File: src/l2bh_pkg.sv
`timescale 1ns / 1ps

package l2bh_pkg;

	// Golden-ratio seed that words a and b start from.
	localparam logic [31:0] GOLDEN_SEED = 32'h9E37_79B9;

	// Bytes per block and number of subtract-xor-shift steps in one mix.
	localparam int unsigned BLOCK_BYTES = 12;
	localparam int unsigned MIX_STEPS = 9;

	// Result queue depth; a power of two.
	localparam int unsigned OUT_FIFO_DEPTH = 16;

	// Shift distance of each mix step, in order.
	localparam logic [4:0] MIX_SHIFT [0:MIX_STEPS-1] = '{
		5'd13, 5'd8, 5'd13, 5'd12, 5'd16, 5'd5, 5'd3, 5'd10, 5'd15
	};

	typedef logic [31:0] word_t;

	// The three hash words.
	typedef struct packed {
		word_t a;
		word_t b;
		word_t c;
	} mix_words_t;

	// Control carried along with the words through the mix pipeline.
	typedef struct packed {
		logic vld;  // slot holds an entry
		logic fb;   // block mix: the words go back to the hash state
		logic zero; // empty message: the result is zero
	} slot_ctl_t;

	// One step of the mix. Steps rotate over the target word a, b, c.
	function automatic mix_words_t mix_step(input mix_words_t w, input logic [3:0] step);
		mix_words_t r;
		r = w;
		case (step) inside
			4'd0, 4'd3, 4'd6: r.a = (w.a - w.b - w.c) ^ (w.c >> MIX_SHIFT[step]);
			4'd1, 4'd4, 4'd7: r.b = (w.b - w.c - w.a) ^ (w.a << MIX_SHIFT[step]);
			default: r.c = (w.c - w.a - w.b) ^ (w.b >> MIX_SHIFT[step]);
		endcase
		return r;
	endfunction

endpackage

File: src/lookup2_byte_hash.sv
`timescale 1ns / 1ps
// A finishing item's hash passes the pipeline entry register, the mix stages and the result queue.
// Throughput: one byte per cycle while no tail mix waits and fewer than FIFO_DEPTH results are owed.
// A last byte that closes a block, or comes while that block's mix is under way, waits for that
// block's mix: its tail mix starts once the block mix has gone back to the hash state, and no
// next item is taken before the tail mix has started.
// Reset (arst_n low, asynchronous): hash words a, b to seed and c to zero, pipeline and queue empty.
module lookup2_byte_hash #(
	parameter int unsigned FIFO_DEPTH = l2bh_pkg::OUT_FIFO_DEPTH
) (
	input  logic                 clk,
	input  logic                 arst_n,
	input  logic                 in_valid,
	output logic                 in_ready,
	input  logic [7:0]           data_byte,
	input  logic                 last_byte,
	input  logic                 empty_message,
	output logic                 out_valid,
	input  logic                 out_ready,
	output l2bh_pkg::word_t      hash_value
);
	import l2bh_pkg::*;

	localparam int unsigned PTR_W = $clog2(FIFO_DEPTH);
	localparam int unsigned CNT_W = $clog2(FIFO_DEPTH + 1);
	localparam logic [3:0] LAST_POS = 4'(BLOCK_BYTES - 1);

	// Hash state of the current message.
	mix_words_t  base_q;
	word_t       blk_a_q;
	word_t       blk_b_q;
	logic [23:0] pend_q;
	logic [3:0]  pos_q;
	word_t       len_q;
	logic        busy_q;
	logic        drop_q;
	logic        tail_wait_q;
	mix_words_t  tail_q;

	// Mix pipeline.
	mix_words_t stage_w_q   [0:MIX_STEPS];
	slot_ctl_t  stage_ctl_q [0:MIX_STEPS];

	// Result queue and credit count.
	word_t            fifo_mem [0:FIFO_DEPTH-1];
	logic [PTR_W-1:0] wr_ptr_q;
	logic [PTR_W-1:0] rd_ptr_q;
	logic [CNT_W-1:0] fifo_cnt_q;
	logic [CNT_W-1:0] credit_q;

	logic        in_fire;
	logic        out_fire;
	logic        fb_exit;
	logic        res_exit;
	logic        blk_done;
	word_t       blk_a_nx;
	word_t       blk_b_nx;
	logic [23:0] pend_nx;
	word_t       len_nx;
	word_t       tail_add_c;
	logic        tail_issue;
	mix_words_t  issue_w;
	slot_ctl_t   issue_ctl;

	assign in_ready = !tail_wait_q && (credit_q < CNT_W'(FIFO_DEPTH));
	assign in_fire  = in_valid && in_ready;
	assign out_valid  = (fifo_cnt_q != '0);
	assign out_fire   = out_valid && out_ready;
	assign hash_value = fifo_mem[rd_ptr_q];
	assign fb_exit  = stage_ctl_q[MIX_STEPS].vld && stage_ctl_q[MIX_STEPS].fb;
	assign res_exit = stage_ctl_q[MIX_STEPS].vld && !stage_ctl_q[MIX_STEPS].fb;
	assign tail_issue = tail_wait_q && !busy_q;

	// Place the incoming byte into the block being assembled.
	always_comb begin
		blk_a_nx = blk_a_q;
		blk_b_nx = blk_b_q;
		pend_nx  = pend_q;
		blk_done = 1'b0;
		case (pos_q) inside
			[4'd0:4'd3]: begin
				blk_a_nx = blk_a_q | (word_t'(data_byte) << {pos_q[1:0], 3'b000});
			end
			[4'd4:4'd7]: begin
				blk_b_nx = blk_b_q | (word_t'(data_byte) << {pos_q[1:0], 3'b000});
			end
			[4'd8:4'd10]: begin
				pend_nx = pend_q | (24'(data_byte) << {pos_q[1:0], 3'b000});
			end
			default: begin
				blk_done = 1'b1;
				blk_a_nx = '0;
				blk_b_nx = '0;
				pend_nx  = '0;
			end
		endcase
		len_nx     = len_q + 32'd1;
		tail_add_c = len_nx + {pend_nx, 8'h00};
	end

	// Choose what enters the mix pipeline this cycle.
	always_comb begin
		issue_w   = '0;
		issue_ctl = '0;
		if (tail_issue) begin
			issue_ctl.vld = 1'b1;
			issue_w.a = base_q.a + tail_q.a;
			issue_w.b = base_q.b + tail_q.b;
			issue_w.c = base_q.c + tail_q.c;
		end else if (in_fire) begin
			if (empty_message) begin
				issue_ctl.vld  = 1'b1;
				issue_ctl.zero = 1'b1;
			end else if (blk_done) begin
				issue_ctl.vld = 1'b1;
				issue_ctl.fb  = 1'b1;
				issue_w.a = base_q.a + blk_a_q;
				issue_w.b = base_q.b + blk_b_q;
				issue_w.c = base_q.c + {data_byte, pend_q};
			end else if (last_byte && !busy_q) begin
				issue_ctl.vld = 1'b1;
				issue_w.a = base_q.a + blk_a_nx;
				issue_w.b = base_q.b + blk_b_nx;
				issue_w.c = base_q.c + tail_add_c;
			end
		end
	end

	// Hash state, block assembly and tail hand-off.
	always_ff @(posedge clk or negedge arst_n) begin
		if (!arst_n) begin
			base_q      <= '{a: GOLDEN_SEED, b: GOLDEN_SEED, c: '0};
			blk_a_q     <= '0;
			blk_b_q     <= '0;
			pend_q      <= '0;
			pos_q       <= '0;
			len_q       <= '0;
			busy_q      <= 1'b0;
			drop_q      <= 1'b0;
			tail_wait_q <= 1'b0;
			tail_q      <= '0;
		end else begin
			// A block mix returns: it becomes the new state unless its message was dropped.
			if (fb_exit) begin
				busy_q <= 1'b0;
				if (drop_q) begin
					drop_q <= 1'b0;
				end else begin
					base_q <= stage_w_q[MIX_STEPS];
				end
			end
			// A waiting tail starts its mix; the state is free for the next message.
			if (tail_issue) begin
				tail_wait_q <= 1'b0;
				base_q      <= '{a: GOLDEN_SEED, b: GOLDEN_SEED, c: '0};
			end
			if (in_fire) begin
				if (empty_message) begin
					base_q  <= '{a: GOLDEN_SEED, b: GOLDEN_SEED, c: '0};
					blk_a_q <= '0;
					blk_b_q <= '0;
					pend_q  <= '0;
					pos_q   <= '0;
					len_q   <= '0;
					busy_q  <= 1'b0;
					if (busy_q && !fb_exit) begin
						drop_q <= 1'b1;
					end
				end else begin
					if (blk_done) begin
						busy_q <= 1'b1;
					end
					if (last_byte) begin
						blk_a_q <= '0;
						blk_b_q <= '0;
						pend_q  <= '0;
						pos_q   <= '0;
						len_q   <= '0;
						if (!blk_done && !busy_q) begin
							base_q <= '{a: GOLDEN_SEED, b: GOLDEN_SEED, c: '0};
						end else begin
							tail_wait_q <= 1'b1;
							tail_q      <= '{a: blk_a_nx, b: blk_b_nx, c: tail_add_c};
						end
					end else begin
						blk_a_q <= blk_a_nx;
						blk_b_q <= blk_b_nx;
						pend_q  <= pend_nx;
						pos_q   <= (pos_q == LAST_POS) ? 4'd0 : pos_q + 4'd1;
						len_q   <= len_nx;
					end
				end
			end
		end
	end

	// Pipeline entry.
	always_ff @(posedge clk or negedge arst_n) begin
		if (!arst_n) begin
			stage_ctl_q[0] <= '0;
		end else begin
			stage_ctl_q[0] <= issue_ctl;
		end
	end

	always_ff @(posedge clk) begin
		stage_w_q[0] <= issue_w;
	end

	// One mix step per stage.
	for (genvar k = 0; k < MIX_STEPS; k++) begin : g_mix
		always_ff @(posedge clk or negedge arst_n) begin
			if (!arst_n) begin
				stage_ctl_q[k+1] <= '0;
			end else begin
				stage_ctl_q[k+1] <= stage_ctl_q[k];
			end
		end

		always_ff @(posedge clk) begin
			stage_w_q[k+1] <= mix_step(stage_w_q[k], 4'(k));
		end
	end

	// Result queue; credits keep it from overflowing.
	always_ff @(posedge clk) begin
		if (res_exit) begin
			fifo_mem[wr_ptr_q] <= stage_ctl_q[MIX_STEPS].zero ? '0 : stage_w_q[MIX_STEPS].c;
		end
	end

	always_ff @(posedge clk or negedge arst_n) begin
		if (!arst_n) begin
			wr_ptr_q   <= '0;
			rd_ptr_q   <= '0;
			fifo_cnt_q <= '0;
			credit_q   <= '0;
		end else begin
			if (res_exit) begin
				wr_ptr_q <= wr_ptr_q + PTR_W'(1);
			end
			if (out_fire) begin
				rd_ptr_q <= rd_ptr_q + PTR_W'(1);
			end
			fifo_cnt_q <= fifo_cnt_q + CNT_W'(res_exit) - CNT_W'(out_fire);
			credit_q   <= credit_q + CNT_W'(in_fire && (empty_message || last_byte))
				- CNT_W'(out_fire);
		end
	end

endmodule

File: config.mk
export PLATFORM = sky130hd
export DESIGN_NAME = lookup2_byte_hash
export DESIGN_NICKNAME = d
export VERILOG_FILES = /design/src/l2bh_pkg.sv /design/src/lookup2_byte_hash.sv
export SDC_FILE = /design/constraint.sdc
export NUM_CORES = 2
export LEC_CHECK = 0
export ABC_AREA = 1
export BUFFER_PORTS_ARGS = -buffer_cell sky130_fd_sc_hd__buf_2
export CAP_MARGIN = 20
export CORE_UTILIZATION = 45
export CTS_CLUSTER_DIAMETER = 40
export DETAILED_ROUTE_END_ITERATION = 12
export HOLD_SLACK_MARGIN = 0.15
export PLACE_DENSITY = 0.56
export SYNTH_ARGS = -nofsm -noshare
export SYNTH_HDL_FRONTEND = slang
export SYNTH_SLANG_ARGS = --single-unit
File: constraint.sdc
create_clock -name clk -period 5.1 [get_ports clk]
set_input_delay 0.255 -clock clk [delete_from_list [all_inputs] [get_ports clk]]
set_output_delay 0.255 -clock clk [all_outputs]
set_load 0.01 [all_outputs]
==> flow_summary.json <==
{
  "place_worst_setup_slack_ps": 51.4,
  "critPathMostFrequentCell": "nand2_1",
  "ys_seq_area_share_pct": 44.0,
  "fin_worst_skew_ps": 96.5,
  "crit_arrival_ps": 5670,
  "overflow": 0,
  "drive_gt1_share_pct": 8.71,
  "syn_avg_cell_area_sq_um": 8.68,
  "synth_seq_cells": 1839,
  "grt_pass1_vias": 81845,
  "layout_commonest_cell": "nand2_1",
  "gp_congestion": 1.01,
  "wl_mm": 395,
  "syn_nets": 12388,
  "finalSetupTns_ps": 0,
  "grt_max_degree": 147,
  "num_vias": 83877,
  "dieArea_sq_um": 223000,
  "clk_pin_slew_ps": 60,
  "grt_use_met1_pct": 46.5,
  "status": "complete, no violations",
  "setup_viol": 0,
  "numCtsBuffers": 307,
  "post-route-util_pct": 52.7,
  "die_w_microns": 472,
  "multi_input_area_sq_um": 49100,
  "vdd_drop_max_mv": 0.502,
  "path_class": "reg2reg",
  "synthCells": 11469,
  "io_pins": 48,
  "finalHoldViolations": 0,
  "clock_sinks": 1839,
  "busiest_layer": "met2",
  "p_per_area_nw_per_um2": 344,
  "min_path_type": "reg2reg",
  "port_buffers": 47,
  "seq_area_sq_um": 43800,
  "p_total_uw": 39800,
  "grt_use_total_pct": 34.8,
  "tightest_slew_ps": 1080,
  "clockBufferDepth": 4,
  "core_area_sq_um": 220000,
  "die_h_microns": 472,
  "drtIter0Drc": 7709,
  "vias_per_cell": 5.58,
  "drc_errors": 0,
  "cp_slowest_cell": "dfrtp_1",
  "rows": 172,
  "maxSlewViolCount": 0,
  "cts_tree": "done",
  "cp-start-kind": "flop",
  "insertion_delay_ps": 950,
  "cp_max_fo": 4,
  "nFillCells": 20465,
  "wire_per_inst_microns": 26.3,
  "required_ps": 5850,
  "setup_slack_ps": 180,
  "slew_headroom_pct": 27.4,
  "synth_edf_count": 512,
  "maxCapViolCount": 0,
  "syn_to_final_growth_pct": 16.2,
  "nNetsFinal": 12755,
  "grtUsageMet3_pct": 5.08,
  "fmax_mhz": 203,
  "synthFlopType": "dfxtp_1",
  "period_minus_slack_ps": 4920,
  "cp_slowest_stage_delay_ps": 350,
  "antenna_found_initial": 26,
  "ys_async_sr_fraction_pct": 20.0,
  "root_buffer": "clkbuf_16",
  "yosysWarnings": 0,
  "dr.pass1.iters": 6,
  "most-common-layout-cells": "1970 x nand2_1, 1564 x inv_1, 985 x nor2_1",
  "synth_cell_types": 72,
  "min_period_over_period_pct": 96.5,
  "htree_levels": 5,
  "p_leak_uw": 0.0505,
  "start_util_pct": 45.3,
  "use_met2_pct": 55.6,
  "endpoint_kind": "flop",
  "dp_hpwl_mm": 310,
  "syn_area_sq_um": 99500,
  "grt_pass1_wl_mm": 564,
  "antenna_left": 0
}
## Yosys cell counts, types with 8 or more instances
master	count	area [sq um]
xnor2_1	229	2010
ha_1	620	7760
clkbuf_1	203	762
dfrtp_1	327	8180
o211ai_1	46	345
a21boi_1	9	67.6
inv_2	9	33.8
or2_0	8	50.1
o21bai_1	65	488
a21boi_0	14	105
edfxtp_1	512	15400
dfstp_2	40	1050
nor2_2	8	50.1
o21ai_1	50	250
a31oi_1	48	300
or2_2	19	119
a21o_1	79	593
nand3_1	410	2050
xor2_1	401	3510
o21ai_0	864	4320
and2_1	12	75.1
o21ai_2	25	219
dfxtp_1	960	19200
nand3b_1	23	173
a211oi_1	13	97.6
buf_2	53	265
nor2_1	1008	3780
o21a_1	49	368
nand2_2	12	75.1
a22o_1	14	123
fa_1	285	5710
a32o_1	8	80.1
a21oi_1	896	4480
nand2_1	1977	7420
nor4_1	92	576
inv_1	1571	5900
o221ai_1	105	920
o22ai_1	64	400
a221oi_1	20	175
nand4_1	120	751
nor3_1	121	606
buf_1	12	45.0
## path summary, 6_finish.rpt
kind,start,end,slack (ps),cells past startpoint
hold / removal,stage_w_q[1][90]$_DFF_P_,stage_w_q[2][90]$_DFF_P_,320,0
max in group asynchronous,arst_n,rd_ptr_q[2]$_DFFE_PN0P_,3820,4
setup / recovery,len_q[1]$_DFFE_PN0P_,stage_w_q[0][24]$_DFF_P_,180,28
min in group asynchronous,arst_n,base_q[19]$_DFF_PN0_,660,4
setup reg to reg,len_q[1]$_DFFE_PN0P_,stage_w_q[0][24]$_DFF_P_,180,28
hold reg to reg,stage_w_q[1][90]$_DFF_P_,stage_w_q[2][90]$_DFF_P_,320,0
## kinds of logic after synthesis
| logic type | after synthesis | share of synthesized area (%) |
|---|---|---|
| AND/OR/NAND/NOR | 3831 | 16.0 |
| AO/OA/AOI/OAI | 2409 | 13.8 |
| buffers and inverters | 1855 | 7.09 |
| flip-flops | 1839 | 44.0 |
| adder cells (fa/ha/maj) | 905 | 13.5 |
| XOR/XNOR | 630 | 5.54 |
## metal layers
metal	wire length, microns	vias to the layer above
met5	46	-
met4	19800	6
met3	25900	742
met2	180000	3230
met1	169000	40951
li1	-	38948
## sequential cells by signal, summed over array words and instances (netlist names)
| register | cells |
|---|---|
| stage_w_q | 960 |
| fifo_mem | 512 |
| base_q | 96 |
| tail_q | 96 |
| blk_a_q | 32 |
| blk_b_q | 32 |
| len_q | 32 |
| stage_ctl_q | 30 |
| pend_q | 24 |
| credit_q | 5 |
| fifo_cnt_q | 5 |
| pos_q | 4 |
| rd_ptr_q | 4 |
| wr_ptr_q | 4 |
| busy_q | 1 |
| drop_q | 1 |
| tail_wait_q | 1 |
## worst max-delay path: cells and delay by family (launching register included)
family,cells,cell delay (ps)
DFF,1,350
AOI/OAI and AO/OA,4,610
xor gates and xnor gates,1,200
buffers and inverters,4,500
and+or+nand+nor,16,2250
adders and majority gates,3,830
## final cells by class
cell class	count	area share, %
diodes	9	0.0195
multi-input cells	7775	42.5
well taps	2958	3.20
clock inverters	178	1.86
flip-flops and latches	1839	37.9
inverters	1583	5.15
repair buffers	330	2.22
clock buffers	364	7.17
## power breakdown
group,internal [uW],leakage (uW),total (uW),switching [uW]
Clock,13200,0.00505,21000,7780
Combinational,1010,0.0300,3570,2560
Sequential,15100,0.0155,15200,185
## per-stage QoR
| stage | cell area, sq um | std cells | hold slack, ps |
|---|---|---|---|
| floorplan | 99500 | 11469 | -40.6 |
| global placement | 105000 | 14458 | 332 |
| detailed placement | 105000 | 14458 | 335 |
| CTS | 115000 | 15016 | 273 |
| global route | 116000 | 15030 | 320 |
| finish | 116000 | 15036 | 318 |
## timing repair
action                                  CTS  global route
buffers inserted                          0             7
endpoints found under the hold margin   217             0
resized for setup                         0            76
endpoints found under the setup margin    0            14
hold buffers                             16             0
Power figures use the tool's default switching activity.
